<file path="src/rwub_pkg.sv">
`default_nettype none

package rwub_pkg;

   localparam int WORD_W    = 32;
   localparam int VAL_W     = WORD_W + 1;
   localparam int CNT_W     = 6;
   localparam int CSR_IDX_W = 3;

   localparam logic [CSR_IDX_W-1:0] CSR_MODE  = 3'd0;
   localparam logic [CSR_IDX_W-1:0] CSR_RANGE = 3'd1;
   localparam logic [CSR_IDX_W-1:0] CSR_NUMER = 3'd2;
   localparam logic [CSR_IDX_W-1:0] CSR_DENOM = 3'd3;

   localparam logic MODE_UNIFORM = 1'b0;
   localparam logic MODE_BERN    = 1'b1;

   typedef enum logic [2:0] {
      PH_IDLE,
      PH_PRESAMPLE,
      PH_REFINE,
      PH_BERN,
      PH_TEST_BOUND,
      PH_TEST_CAND
   } phase_type;

   typedef enum logic [1:0] {
      KS_LOAD,
      KS_SCAN,
      KS_DONE
   } kscan_state_type;

   typedef struct packed {
      logic              mode;
      logic [VAL_W-1:0]  n;
      logic [WORD_W-1:0] numer;
      logic [WORD_W-1:0] denom;
      logic              degen;
      logic              restart;
   } cfg_type;

   typedef struct packed {
      logic             valid;
      logic [CNT_W-1:0] k;
   } klen_type;

   typedef struct packed {
      logic             ge;
      logic             eq;
      logic [VAL_W-1:0] diff;
   } alu_res_type;

endpackage

`default_nettype wire

</file>
<file path="src/rwub_if.sv">
`default_nettype none

interface rwub_req_if import rwub_pkg::*; ();
   logic              valid;
   logic              ready;
   logic [WORD_W-1:0] random_word;

   modport source (output valid, output random_word, input ready);
   modport sink   (input valid, input random_word, output ready);
endinterface

interface rwub_rsp_if import rwub_pkg::*; ();
   logic              valid;
   logic              ready;
   logic [WORD_W-1:0] sample;
   logic              last_of_word;

   modport source (output valid, output sample, output last_of_word, input ready);
   modport sink   (input valid, input sample, input last_of_word, output ready);
endinterface

`default_nettype wire

</file>
<file path="src/rwub_alu.sv">
`default_nettype none

module rwub_alu import rwub_pkg::*; (
   input  logic [VAL_W-1:0] a,
   input  logic [VAL_W-1:0] b,
   output alu_res_type      res
);

   assign res.ge   = (a >= b);
   assign res.eq   = (a == b);
   assign res.diff = a - b;

endmodule

`default_nettype wire

</file>
<file path="src/rwub_kscan.sv">
`default_nettype none

module rwub_kscan import rwub_pkg::*; (
   input  logic              clock,
   input  logic              reset,
   input  logic              restart,
   input  logic [WORD_W-1:0] range_n,
   output klen_type          klen
);

   kscan_state_type   state_ff, state_in;
   logic [WORD_W-1:0] m_ff, m_in;
   logic [CNT_W-1:0]  kc_ff, kc_in;

   always_ff @(posedge clock) begin
      if (reset) begin
         state_ff <= KS_LOAD;
      end else begin
         state_ff <= state_in;
      end
      m_ff  <= m_in;
      kc_ff <= kc_in;
   end

   // bit length of range_n - 1, one bit position a cycle from the top
   always_comb begin
      state_in = state_ff;
      m_in     = m_ff;
      kc_in    = kc_ff;
      case (state_ff)
         KS_LOAD: begin
            m_in     = range_n - WORD_W'(1);
            kc_in    = CNT_W'(WORD_W);
            state_in = KS_SCAN;
         end
         KS_SCAN: begin
            if (m_ff[WORD_W-1] || kc_ff == '0) begin
               state_in = KS_DONE;
            end else begin
               m_in  = m_ff << 1;
               kc_in = kc_ff - CNT_W'(1);
            end
         end
         KS_DONE: begin
            state_in = KS_DONE;
         end
         default: begin
            state_in = KS_LOAD;
         end
      endcase
      if (restart) begin
         state_in = KS_LOAD;
      end
   end

   assign klen.valid = (state_ff == KS_DONE);
   assign klen.k     = kc_ff;

endmodule

`default_nettype wire

</file>
<file path="src/rwub_engine.sv">
`default_nettype none

module rwub_engine import rwub_pkg::*; #(
   parameter int EFF_BITS = 32
) (
   input  logic   clock,
   input  logic   reset,
   input  cfg_type  cfg,
   input  klen_type klen,
   rwub_req_if.sink   req,
   rwub_rsp_if.source rsp
);

   localparam int POS_W = $clog2(EFF_BITS + 1);
   localparam logic [POS_W-1:0] POS_END = POS_W'(EFF_BITS);

   logic              busy_ff, busy_in;
   logic [WORD_W-1:0] word_ff, word_in;
   logic [POS_W-1:0]  pos_ff, pos_in;
   phase_type         phase_ff, phase_in;
   logic [CNT_W-1:0]  left_ff, left_in;
   logic [VAL_W-1:0]  cand_ff, cand_in;
   logic [VAL_W-1:0]  bound_ff, bound_in;
   logic [VAL_W-1:0]  resid_ff, resid_in;
   logic              pend_v_ff, pend_v_in;
   logic [WORD_W-1:0] pend_s_ff, pend_s_in;
   logic              out_v_ff, out_v_in;
   logic [WORD_W-1:0] out_s_ff, out_s_in;
   logic              out_last_ff, out_last_in;

   logic [WORD_W-1:0] word_sh;
   logic              bit_cur;
   logic [CNT_W-1:0]  room;
   logic [CNT_W-1:0]  chunk_len;
   logic [CNT_W-1:0]  left_rem;
   logic [VAL_W-1:0]  chunk;
   logic [VAL_W-1:0]  cand_pre;
   logic [VAL_W-1:0]  alu_a, alu_b;
   alu_res_type       alu;
   logic              bern_y;
   logic [VAL_W-1:0]  bern_next;
   logic              can_push;
   logic              word_end;
   logic              done_now;
   logic              stall;
   logic              res_done;
   logic [WORD_W-1:0] res_val;

   rwub_alu u_alu (
      .a   (alu_a),
      .b   (alu_b),
      .res (alu)
   );

   assign word_sh   = word_ff >> pos_ff;
   assign bit_cur   = word_sh[0];
   assign room      = CNT_W'(POS_END - pos_ff);
   assign chunk_len = (left_ff < room) ? left_ff : room;
   assign left_rem  = left_ff - chunk_len;
   assign chunk     = {1'b0, word_sh} & ~({VAL_W{1'b1}} << chunk_len);
   // earlier presample bits sit above the chunk from this word
   assign cand_pre  = (cand_ff << chunk_len) | chunk;

   always_comb begin
      case (phase_ff)
         PH_TEST_BOUND: alu_a = bound_ff;
         PH_TEST_CAND:  alu_a = cand_ff;
         default:       alu_a = resid_ff;
      endcase
   end
   assign alu_b     = (phase_ff == PH_BERN) ? {1'b0, cfg.denom} : cfg.n;
   assign bern_y    = alu.ge && !alu.eq;
   assign bern_next = bern_y ? alu.diff : resid_ff;

   assign can_push = !out_v_ff || rsp.ready;
   // a pending test still belongs to this word
   assign word_end = busy_ff && (pos_ff == POS_END) && (phase_ff != PH_TEST_BOUND)
                     && (phase_ff != PH_TEST_CAND);
   assign done_now = busy_ff && !word_end
                     && ((phase_ff == PH_TEST_CAND && !alu.ge)
                         || (phase_ff == PH_BERN && (alu.eq || bit_cur)));
   // one finished sample is held back until we know whether it closes the word
   assign stall    = done_now && pend_v_ff && !can_push;

   always_ff @(posedge clock) begin
      if (reset) begin
         busy_ff   <= 1'b0;
         pos_ff    <= '0;
         phase_ff  <= PH_IDLE;
         left_ff   <= '0;
         pend_v_ff <= 1'b0;
         out_v_ff  <= 1'b0;
      end else begin
         busy_ff   <= busy_in;
         pos_ff    <= pos_in;
         phase_ff  <= phase_in;
         left_ff   <= left_in;
         pend_v_ff <= pend_v_in;
         out_v_ff  <= out_v_in;
      end
      word_ff     <= word_in;
      cand_ff     <= cand_in;
      bound_ff    <= bound_in;
      resid_ff    <= resid_in;
      pend_s_ff   <= pend_s_in;
      out_s_ff    <= out_s_in;
      out_last_ff <= out_last_in;
   end

   always_comb begin
      busy_in     = busy_ff;
      word_in     = word_ff;
      pos_in      = pos_ff;
      phase_in    = phase_ff;
      left_in     = left_ff;
      cand_in     = cand_ff;
      bound_in    = bound_ff;
      resid_in    = resid_ff;
      pend_v_in   = pend_v_ff;
      pend_s_in   = pend_s_ff;
      out_v_in    = out_v_ff;
      out_s_in    = out_s_ff;
      out_last_in = out_last_ff;
      res_done    = 1'b0;
      res_val     = '0;

      if (out_v_ff && rsp.ready) begin
         out_v_in = 1'b0;
      end

      if (req.valid && !busy_ff) begin
         busy_in = 1'b1;
         word_in = req.random_word;
         pos_in  = '0;
         if (cfg.degen) begin
            // no bits needed: one fixed result closes the word
            phase_in  = PH_IDLE;
            pos_in    = POS_END;
            pend_v_in = 1'b1;
            pend_s_in = (cfg.mode == MODE_BERN) ? WORD_W'(1) : '0;
         end
      end else if (word_end) begin
         if (!pend_v_ff) begin
            busy_in = 1'b0;
         end else if (can_push) begin
            out_v_in    = 1'b1;
            out_s_in    = pend_s_ff;
            out_last_in = 1'b1;
            pend_v_in   = 1'b0;
            busy_in     = 1'b0;
         end
      end else if (busy_ff && !stall) begin
         case (phase_ff)
            PH_IDLE: begin
               if (cfg.mode == MODE_BERN) begin
                  resid_in = {cfg.numer, 1'b0};
                  phase_in = PH_BERN;
               end else if (klen.valid) begin
                  left_in  = klen.k;
                  cand_in  = '0;
                  bound_in = VAL_W'(1) << klen.k;
                  phase_in = PH_PRESAMPLE;
               end
            end
            PH_PRESAMPLE: begin
               cand_in = cand_pre;
               left_in = left_rem;
               pos_in  = pos_ff + POS_W'(chunk_len);
               if (left_rem == '0) begin
                  phase_in = PH_TEST_BOUND;
               end
            end
            PH_TEST_BOUND: begin
               if (alu.ge) begin
                  bound_in = alu.diff;
                  phase_in = PH_TEST_CAND;
               end else begin
                  phase_in = PH_REFINE;
               end
            end
            PH_TEST_CAND: begin
               if (!alu.ge) begin
                  res_done = 1'b1;
                  res_val  = cand_ff[WORD_W-1:0];
               end else begin
                  cand_in  = alu.diff;
                  phase_in = PH_REFINE;
               end
            end
            PH_REFINE: begin
               pos_in   = pos_ff + POS_W'(1);
               bound_in = bound_ff << 1;
               cand_in  = {cand_ff[VAL_W-2:0], bit_cur};
               phase_in = PH_TEST_BOUND;
            end
            PH_BERN: begin
               pos_in = pos_ff + POS_W'(1);
               if (alu.eq) begin
                  res_done = 1'b1;
                  res_val  = WORD_W'(bit_cur);
               end else if (bit_cur) begin
                  res_done = 1'b1;
                  res_val  = WORD_W'(bern_y);
               end else begin
                  resid_in = bern_next << 1;
               end
            end
            default: begin
               phase_in = PH_IDLE;
            end
         endcase

         if (res_done) begin
            if (pend_v_ff) begin
               out_v_in    = 1'b1;
               out_s_in    = pend_s_ff;
               out_last_in = 1'b0;
            end
            pend_v_in = 1'b1;
            pend_s_in = res_val;
            phase_in  = PH_IDLE;
         end
      end

      // any register write drops the sample in progress
      if (cfg.restart) begin
         phase_in = PH_IDLE;
         left_in  = '0;
      end
   end

   assign req.ready        = !busy_ff;
   assign rsp.valid        = out_v_ff;
   assign rsp.sample       = out_s_ff;
   assign rsp.last_of_word = out_last_ff;

`ifndef SYNTH
   a_cand_below_bound: assert property (@(posedge clock) disable iff (reset)
      (phase_ff == PH_REFINE || phase_ff == PH_TEST_BOUND) |-> (cand_ff < bound_ff))
      else $error("candidate not below bound");

   a_bound_below_2n: assert property (@(posedge clock) disable iff (reset)
      (phase_ff == PH_REFINE || phase_ff == PH_TEST_BOUND)
      |-> ({1'b0, bound_ff} < {cfg.n, 1'b0}))
      else $error("bound reached twice the range");

   a_pend_flushed: assert property (@(posedge clock) disable iff (reset)
      !busy_ff |-> !pend_v_ff)
      else $error("held result left behind at word end");

   a_pos_range: assert property (@(posedge clock) disable iff (reset)
      pos_ff <= POS_END)
      else $error("bit position past end of word");
`endif

endmodule

`default_nettype wire

</file>
<file path="src/random_word_uniform_bernoulli_sampler.sv">
// Draws samples from 32-bit random words, whose bits are used least significant first
// (only the low WORD_BITS bits when WORD_BITS is below 32). In uniform mode each sample
// lies in [0, range_n) (range_n of zero means 2^32), drawn by the Fast Dice Roller; in
// Bernoulli mode each sample is 1 with probability numerator/denominator. A sample may
// span words; results of one word come out in order and the last one carries
// last_of_word. With range_n of one in uniform mode, or numerator at or above
// denominator in Bernoulli mode, every word gives exactly one fixed result. Timing: the
// block takes one word at a time and is not ready while it works on it. The range and
// Bernoulli compares and subtracts share one 33-bit unit. Each sample starts with a
// set-up step; after it a Bernoulli bit needs only its compare, a presample chunk is
// loaded and then tested against the bound and, if that passes, the candidate, and a
// uniform refinement bit is shifted in and then put through the same tests. The word
// ends with a closing step; a word with a fixed result goes straight to it. After any
// register write the bit length of range_n - 1 is found again by a scan from the top
// bit, during which uniform sampling waits. The core stalls when a new result is ready
// while both the output register and the held-back result are full and the output is
// not taken.
`default_nettype none

module random_word_uniform_bernoulli_sampler import rwub_pkg::*; #(
   parameter int WORD_BITS = 32
) (
   input  logic                 clock,
   input  logic                 reset,
   input  logic                 csr_we,
   input  logic [CSR_IDX_W-1:0] csr_index,
   input  logic [WORD_W-1:0]    csr_wdata,
   rwub_req_if.sink             req_if,
   rwub_rsp_if.source           rsp_if
);

   localparam int EFF_BITS = (WORD_BITS < WORD_W) ? WORD_BITS : WORD_W;

   logic              mode_ff, mode_in;
   logic [WORD_W-1:0] range_ff, range_in;
   logic [WORD_W-1:0] numer_ff, numer_in;
   logic [WORD_W-1:0] denom_ff, denom_in;
   logic              restart;
   cfg_type           cfg;
   klen_type          klen;

   always_ff @(posedge clock) begin
      if (reset) begin
         mode_ff  <= MODE_UNIFORM;
         range_ff <= WORD_W'(2);
         numer_ff <= WORD_W'(1);
         denom_ff <= WORD_W'(2);
      end else begin
         mode_ff  <= mode_in;
         range_ff <= range_in;
         numer_ff <= numer_in;
         denom_ff <= denom_in;
      end
   end

   always_comb begin
      mode_in  = mode_ff;
      range_in = range_ff;
      numer_in = numer_ff;
      denom_in = denom_ff;
      restart  = 1'b0;
      if (csr_we) begin
         case (csr_index)
            CSR_MODE: begin
               mode_in = csr_wdata[0];
               restart = 1'b1;
            end
            CSR_RANGE: begin
               range_in = csr_wdata;
               restart  = 1'b1;
            end
            CSR_NUMER: begin
               numer_in = csr_wdata;
               restart  = 1'b1;
            end
            CSR_DENOM: begin
               denom_in = csr_wdata;
               restart  = 1'b1;
            end
            default: begin
               restart = 1'b0;
            end
         endcase
      end
   end

   assign cfg.mode    = mode_ff;
   assign cfg.n       = (range_ff == '0) ? {1'b1, {WORD_W{1'b0}}} : {1'b0, range_ff};
   // numerator saturates at the denominator
   assign cfg.numer   = (numer_ff > denom_ff) ? denom_ff : numer_ff;
   assign cfg.denom   = denom_ff;
   assign cfg.degen   = (mode_ff == MODE_UNIFORM) ? (range_ff == WORD_W'(1))
                                                  : (numer_ff >= denom_ff);
   assign cfg.restart = restart;

   rwub_kscan u_kscan (
      .clock   (clock),
      .reset   (reset),
      .restart (restart),
      .range_n (range_ff),
      .klen    (klen)
   );

   rwub_engine #(
      .EFF_BITS (EFF_BITS)
   ) u_engine (
      .clock (clock),
      .reset (reset),
      .cfg   (cfg),
      .klen  (klen),
      .req   (req_if),
      .rsp   (rsp_if)
   );

endmodule

`default_nettype wire
</file>
<file path="src/flat_wrapper.sv">
// flat-port wrapper written by rule: the top's interface ports become plain ports
module random_word_uniform_bernoulli_sampler_flat import rwub_pkg::*;
#(
   parameter int WORD_BITS = 32
)
  (clock, reset, csr_we, csr_index, csr_wdata, req_if_valid, req_if_random_word, req_if_ready, rsp_if_valid, rsp_if_sample, rsp_if_last_of_word, rsp_if_ready);
  rwub_req_if req_if_i ();
  rwub_rsp_if rsp_if_i ();
  input  logic clock;
  input  logic reset;
  input  logic csr_we;
  input  logic [CSR_IDX_W-1:0] csr_index;
  input  logic [WORD_W-1:0] csr_wdata;
  input wire logic [$bits(req_if_i.valid)-1:0] req_if_valid;
  input wire logic [$bits(req_if_i.random_word)-1:0] req_if_random_word;
  output wire logic [$bits(req_if_i.ready)-1:0] req_if_ready;
  output wire logic [$bits(rsp_if_i.valid)-1:0] rsp_if_valid;
  output wire logic [$bits(rsp_if_i.sample)-1:0] rsp_if_sample;
  output wire logic [$bits(rsp_if_i.last_of_word)-1:0] rsp_if_last_of_word;
  input wire logic [$bits(rsp_if_i.ready)-1:0] rsp_if_ready;
  assign req_if_i.valid = req_if_valid;
  assign req_if_i.random_word = req_if_random_word;
  assign req_if_ready = req_if_i.ready;
  assign rsp_if_valid = rsp_if_i.valid;
  assign rsp_if_sample = rsp_if_i.sample;
  assign rsp_if_last_of_word = rsp_if_i.last_of_word;
  assign rsp_if_i.ready = rsp_if_ready;
  random_word_uniform_bernoulli_sampler #(.WORD_BITS(WORD_BITS)) u_core (.clock(clock), .reset(reset), .csr_we(csr_we), .csr_index(csr_index), .csr_wdata(csr_wdata), .req_if(req_if_i), .rsp_if(rsp_if_i));
endmodule
</file>
<file path="config.mk">
export PLATFORM = sky130hd
export DESIGN_NAME = random_word_uniform_bernoulli_sampler_flat
export DESIGN_NICKNAME = d
export VERILOG_FILES = /design/src/rwub_pkg.sv /design/src/rwub_if.sv /design/src/rwub_alu.sv /design/src/rwub_kscan.sv /design/src/rwub_engine.sv /design/src/random_word_uniform_bernoulli_sampler.sv /design/src/flat_wrapper.sv
export SDC_FILE = /design/constraint.sdc
export NUM_CORES = 1
export LEC_CHECK = 0
export ABC_AREA = 1
export BUFFER_PORTS_ARGS = -buffer_cell sky130_fd_sc_hd__buf_2
export CAP_MARGIN = 20
export CORE_MARGIN = 8
export CORE_UTILIZATION = 44
export DETAILED_ROUTE_END_ITERATION = 12
export SYNTH_ARGS = -nofsm -noshare
export SYNTH_HDL_FRONTEND = slang
export SYNTH_SLANG_ARGS = --single-unit
</file>
<file path="constraint.sdc">
create_clock -name clock -period 5.3 [get_ports clock]
set_input_delay 0.265 -clock clock [delete_from_list [all_inputs] [get_ports clock]]
set_output_delay 0.265 -clock clock [all_outputs]
set_load 0.005 [all_outputs]
</file>
==> key figures, run 1 <==
Synth
  – Async set-reset flop share out of synthesis: 0
  – Syn nets: 3381
  – Top cells by area, synth: edfxtp_1 30%, nand2_1 13%, dfxtp_1 10%
  – Register area share after synthesis: 0.400
  – Synth Register Bits: 350
  – Mapped Cells: 3215
  – Yosys warnings: 0
  – EDFF count, synth: roughly 230
  – Most frequent cells after synthesis: 826 x nand2_1, 298 x nand3_1, 296 x nor2_1
  – Most frequent cell after synthesis: nand2_1
  – Synth Cell Area: 23400 sq um
  – Post-synth top area cell: edfxtp_1
  – Mean Syn Cell Area: 7.26 sq um
  – Synth top area share: 0.300
  – Post-synth top flop: edfxtp_1
  – Post-synth cell types: a little over 60

Drt
  – First DRT Iteration DRCs: about 2.5k
  – Avg Vias per Cell: approximately 5.8
  – Detailed Route WL: around 91000 microns
  – Drc violations: 0
  – Wirelength per Cell: roughly 22 microns
  – Via count: 23.3k
  – DR pass1 iterations: 6
  – Final ANT Viol Nets: 0

Floorplanning
  – Die W: between 200 and 250 microns
  – # IOs: about 110
  – DIE HEIGHT: approximately 250 microns
  – Num rows: 84
  – Die area: 60700 sq um
  – Core area: 52600 sq um
  – Initial core utilization: 0.444

Layout
  – Multi-input gate area: between 10000 and 15000 sq um
  – Design area: about 27000 sq um
  – NumNets Final: 3501
  – Core Util, Final: 0.509
  – Layout area overhead: 14.6%
  – Layout cell share with drive strength beyond 1: 0.0917
  – # fillers: between 5k and 6k
  – # diodes: 0
  – Register area: slightly above 9000 sq um

Place
  – Dpl hpwl: between 60000 and 70000 microns
  – Placer congestion estimate: 0.966
  – Pre-CTS setup slack: about 420 ps
  – Instance area at placement: 24600 sq um
  – Port Buffers: 106

STA
  – Final WS setup: around 460 ps
  – Least-Margin Pin Slew: approximately 1100 ps
  – Period utilization: 0.913
  – Final Hold Fails: 0
  – Slew Limit Fails: 0
  – Tmin final: 4840 ps
  – RSZ-0062 raised after global routing: no
  – Setup TNS: 0 ps
  – Clock Skew: around 25 ps
  – FMAX: between 0.2 and 0.25 GHz
  – Final Setup Violations: 0
  – Final hold slack: ~44 ps
  – Max_slew headroom: 0.252

GRT
  – Grt ovf: 0
  – Initial antenna violation count: 3
  – First-pass GRT wire length: 137000 microns
  – Total GRT Usage: 0.291
  – Largest net degree at the start of global routing: between 100 and 150
  – Vias in the first global route: roughly 22k

Pwr
  – Sequential share of power: 0.322
  – Switching Fraction: 0.407
  – Clock power share: 0.293
  – Pwr/cell area: 400 nW/um^2
  – Pleak: about 0.011 uW
  – Worst VDD drop: 0.321 mV
  – Comb pwr share: 0.385
  – Internal Power: 6350 uW
  – Switching power total: around 4400 uW

CTS
  – H-tree depth: 2
  – Clock Latency Late Sink: ~600 ps
  – Clock root buffer: clkbuf_16
  – Clock sink count: 350
  – CTS Buffer Depth: 3
  – Cts bufs inserted: 43
  – CTS tree: yes
  – Reg clk slew, reported paths: ~60 ps

Min path
  – Hold Path Origin: req_if_valid
  – Worst min path class: primary input to register

Worst setup path
  – Setup crit start kind: register
  – Worst Setup End Kind: register
  – Critical path class: register to register
  – Launch point of the worst path: u_core.range_ff[0]
  – WP data arrival: a little over 5000 ps
  – Worst R2R Start: u_core.range_ff[0]
  – Worst-path fanout max: 33
  – Req. time, crit path: 5560 ps

Run status
  – Status: finished, final reports clean

Run
  – Max Cap Viol: 0
cell families (layout without fill, tap and decap cells):
family / after synthesis / count (layout) / share of synthesized area
DFF: 350 / 350 / 0.400
muxes: 5 / 5 / 0.00214
xor gates and xnor gates: 43 / 43 / 0.0161
adders and majority gates: 94 / 94 / 0.0513
AOI/OAI and AO/OA: 707 / 707 / 0.169
and+or+nand+nor: 1545 / 1545 / 0.280
buffers and inverters: 471 / 625 / 0.0819
flip-flops by register name, summed over array words and instances, names as in the netlist, 32 cells and up:
| name | count |
|---|---|
| u_core.u_engine.cand_ff | 33 |
| u_core.denom_ff | 32 |
| u_core.range_ff | 32 |
| u_core.u_kscan.m_ff | 32 |
| u_core.numer_ff | 32 |
| u_core.u_engine.pend_s_ff | 32 |
| u_core.u_engine.word_ff | 32 |
| u_core.u_engine.bound_ff | 33 |
| u_core.u_engine.resid_ff | 32 |
| u_core.u_engine.rsp.sample | 32 |
worst paths after layout:
kind,endpoint,slack (ps),cells after the start
min reg2reg,u_core.u_engine.rsp.sample[7],420,0
max reg2reg,u_core.u_engine.cand_ff[29],460,25
max,u_core.u_engine.cand_ff[29],460,25
min,u_core.u_engine.busy_ff,40,3
repair_timing:
| action | 4_1_cts | 5_1_grt |
|---|---|---|
| gates resized for setup | 0 | 2 |
| hold endpoints to repair | 87 | 0 |
| hold buffers | 65 | 0 |
| setup buffers | 0 | 0 |
| endpoints found under the setup margin | 0 | 65 |
metal layers:
layer,GRT usage,share of wire
met1,0.377,0.42
met2,0.485,0.47
met3,0.0487,0.076
met4,0.108,0.039
met5,0,0.00030
stage by stage:
step	total power [uW]	cells
2_1_floorplan	6140	3215
3_3_place_gp	7500	3911
3_5_place_dp	7490	3913
4_1_cts	10700	4057
5_1_grt	11200	4057
6_report	10700	4057
critical path, cell delays in order, from the launching register on:
cell	delay, ps
dfxtp_1	340
inv_1	190
ha_1	220
nand2_1	110
nor2_2	220
inv_2	80
nor3_4	220
nand4_2	200
inv_1	140
nand2_1	110
inv_1	100
nand2_1	140
ha_1	500
nand2_1	90
nor2_1	120
nand3_1	130
nor2_1	220
nand2_1	160
nand4_1	190
nand2_2	90
nand2_1	80
nand2_2	110
inv_2	140
nand2_1	110
nor2_2	210
buf_12	240
power groups by stage:
stage          sequential (uW)  clock [uW]  combinational, uW
6_report                  3450        3140               4120
5_1_grt                   3470        3270               4490
4_1_cts                   3440        3180               4040
3_5_place_dp              3500           0               3990
3_3_place_gp              3500           0               4000
2_1_floorplan             3440           0               2700
cells in the final DEF (no fill, tap or decap), types with 5 or more instances in the layout:
master	instances
nand2_1	826
dfxtp_1	117
a22oi_1	24
nand4_1	28
buf_4	53
o211ai_1	45
xor2_1	26
xnor2_1	17
mux2i_1	5
o21ai_1	25
nor2_2	13
buf_2	107
clkinv_1	10
inv_1	290
a31oi_1	24
nand3_1	298
nor3_1	36
clkinv_2	8
o21a_1	6
o2111ai_1	6
o21bai_1	10
buf_12	5
inv_2	16
ha_1	91
nand2_2	10
clkbuf_1	7
nor4_1	6
a21o_1	9
o21ai_0	285
bufinv_16	6
clkbuf_16	45
dlygate4sd3_1	65
a21oi_1	225
edfxtp_1	233
nor2_1	287
nand3b_1	8
nor2_4	9
o22ai_1	28
final cells by class:
cell class	instances	share of cell area
timing repair buffer	231	0.0640
tap	688	0.0322
multi-input combinational	2394	0.455
clock inverter	23	0.0102
inverter	315	0.0445
sequential	350	0.349
clock buffer	56	0.0451
Note: power is estimated with default switching activity, not from simulation.
==> run 2: changes to the inputs <==
--- a/config.mk
+++ b/config.mk
@@ -5,7 +5,6 @@
 export SDC_FILE = /design/constraint.sdc
 export NUM_CORES = 1
 export LEC_CHECK = 0
-export ABC_AREA = 1
 export BUFFER_PORTS_ARGS = -buffer_cell sky130_fd_sc_hd__buf_2
 export CAP_MARGIN = 20
 export CORE_MARGIN = 8
==> key figures, run 2 <==
Pwr
  – Internal Power: 5680 uW
  – Pwr/cell area: around 300 nW/um^2
  – Pleak: 0.0106 uW
  – Switching power total: approximately 2600 uW
  – Sequential share of power: 0.406
  – Worst VDD drop: ~0.25 mV
  – Switching Fraction: 0.318
  – Comb pwr share: 0.218
  – Clock power share: 0.376

Min path
  – Hold Path Depth: 3
  – Worst min path class: primary input to register

Floorplanning
  – Num rows: 86
  – Die W: 250 microns
  – Core area: roughly 55000 sq um
  – DIE HEIGHT: 250 microns
  – # IOs: 107
  – Die area: ~63000 sq um
  – Initial core utilization: 0.442

Layout
  – Biggest regs: u_core.u_engine.bound_ff (33), u_core.u_engine.cand_ff (33)
  – Layout cell share with drive strength beyond 1: 0.146
  – NumNets Final: about 3.0k
  – # diodes: 0
  – Commonest non-fill, non-tap cell in the layout: nand2_1
  – Layout area overhead: 16.2%
  – Most frequent cells in the layout: 518 x nand2_1, 233 x edfxtp_1, 218 x a21oi_1

Worst setup path
  – Critical path class: register to register
  – Req. time, crit path: about 5600 ps
  – WP data arrival: roughly 5400 ps
  – Reg2reg path depth: 18
  – Worst Setup End Kind: register
  – Worst-path fanout max: 6
  – Setup crit start kind: register

Synth
  – Most frequent cell after synthesis: nand2_1
  – Register area share after synthesis: 0.387
  – Yosys warnings: 0
  – Synth Cell Area: around 24000 sq um
  – Synth top area share: 0.290
  – Post-synth top flop: edfxtp_1
  – Mean Syn Cell Area: about 8.9 sq um
  – Mapped Cells: roughly 2.7k
  – Most frequent cells after synthesis: 520 x nand2_1, 233 x edfxtp_1, 218 x a21oi_1
  – Post-synth top area cell: edfxtp_1
  – Async set-reset flop share out of synthesis: 0
  – EDFF count, synth: around 230
  – Top cells by area, synth: edfxtp_1 29%, dfxtp_1 9.7%, nand2_1 8.1%
  – Synth Register Bits: 350
  – Post-synth cell types: 99
  – Syn nets: between 2k and 3k

CTS
  – Cts bufs inserted: 44
  – CTS tree: yes
  – H-tree depth: 2
  – Clock Latency Late Sink: between 500 and 600 ps
  – Reg clk slew, reported paths: roughly 60 ps
  – CTS Buffer Depth: 3
  – Clock root buffer: clkbuf_16
  – Clock sink count: 350

Drt
  – Drc violations: 0
  – DR pass1 iterations: 5
  – Avg Vias per Cell: approximately 6.3
  – Detailed Route WL: 97200 microns
  – Wirelength per Cell: roughly 27 microns
  – First DRT Iteration DRCs: ~2.4k
  – Final ANT Viol Nets: 0
  – Via count: approximately 23k

Place
  – Dpl hpwl: ~73000 microns
  – Placer congestion estimate: ~1.0
  – Port Buffers: about 110

GRT
  – Largest net degree at the start of global routing: 99
  – Total GRT Usage: 0.298
  – Vias in the first global route: approximately 22k
  – Initial antenna violation count: 0
  – First-pass GRT wire length: between 100000 and 150000 microns
  – Grt ovf: 0

Run
  – Max Cap Viol: 0

STA
  – RSZ-0062 raised after global routing: no
  – Tmin final: between 5000 and 6000 ps
  – Final Setup Violations: 0
  – Clock Skew: about 22 ps
  – Final hold slack: approximately 25 ps
  – Period utilization: 0.956
  – Setup TNS: 0 ps
  – Final Hold Fails: 0
  – Least-Margin Pin Slew: about 1300 ps
  – Slew Limit Fails: 0
  – Max_slew headroom: 0.117
  – FMAX: approximately 0.20 GHz

Run status
  – Status: finished, final reports clean
-- run 2: power by group through the flow --
stage / combinational [uW] / sequential [uW] / clock (uW)
6_report: 1820 / 3380 / 3130
2_1_floorplan: 1110 / 3350 / 0
5_1_grt: 1930 / 3400 / 3260
4_1_cts: 1780 / 3370 / 3180
3_3_place_gp: 1720 / 3420 / 0
3_5_place_dp: 1730 / 3430 / 0
-- run 2: path summary, 6_finish.rpt --
| check | endpoint | slack (ps) | start |
|---|---|---|---|
| worst min-delay path | u_core.u_engine.busy_ff | 20 | req_if_valid |
| worst min register to register | u_core.u_engine.rsp.sample[7] | 420 | u_core.u_engine.pend_s_ff[7] |
| worst max-delay path | u_core.u_engine.cand_ff[32] | 230 | u_core.range_ff[21] |
| worst max register to register | u_core.u_engine.cand_ff[32] | 230 | u_core.range_ff[21] |
-- run 2: cells by family after synthesis --
logic type                 synth area share
muxes                                 0.113
adders and majority gates            0.0497
and+or+nand+nor                       0.176
AOI/OAI and AO/OA                     0.201
buffers and inverters                0.0470
DFF                                   0.387
xor gates and xnor gates             0.0271
-- run 2: what timing repair did --
action                                  CTS  global route
endpoints found under the setup margin    0            42
resized for setup                         0            10
hold buffers                             65             0
buffers inserted                          0             2
hold endpoints to repair                132             0
-- run 2: cell type report --
cell class,instances,area [sq um]
clock buffers,61,1220
well taps,704,881
flip-flops and latches,350,9340
fillers,5139,26600
multi-input cells,2081,13900
clock inverters,20,262
repair buffers,291,2170
inverters,81,308
-- run 2: per-stage QoR --
stage	utilization	total power, uW	cell area (sq um)	std cells	worst slack [ps]
finish	0.513	8330	28000	3588	231
global route	0.513	8580	28000	3588	13.6
CTS	0.512	8330	28000	3585	83.4
detailed placement	0.473	5160	25800	3439	106
global placement	0.473	5140	25800	3439	222
floorplan	-	4450	24200	2715	39.6
-- run 2: worst max-delay path, cell delays in order, from the launching register on --
cell      delay (ps)
dfxtp_1          360
or3_1            410
or3_1            350
nor4_1           320
buf_4            200
nand3_1          100
nand3_1          130
nand2_1           80
ha_1             230
fa_1             480
nor2b_1          190
o211a_1          220
o211ai_1         200
o211ai_1         360
a211o_1          330
a31oi_1          200
o211a_1          260
o21ai_1          260
nand4_1          110
-- run 2: routing by layer --
metal  part of all wire  track usage  up-vias
met4              0.049        0.131        0
met1               0.42        0.394    11100
met2               0.46        0.479     1116
li1                   -            -    10300
met3              0.077       0.0463      238
met5                  0            0        -
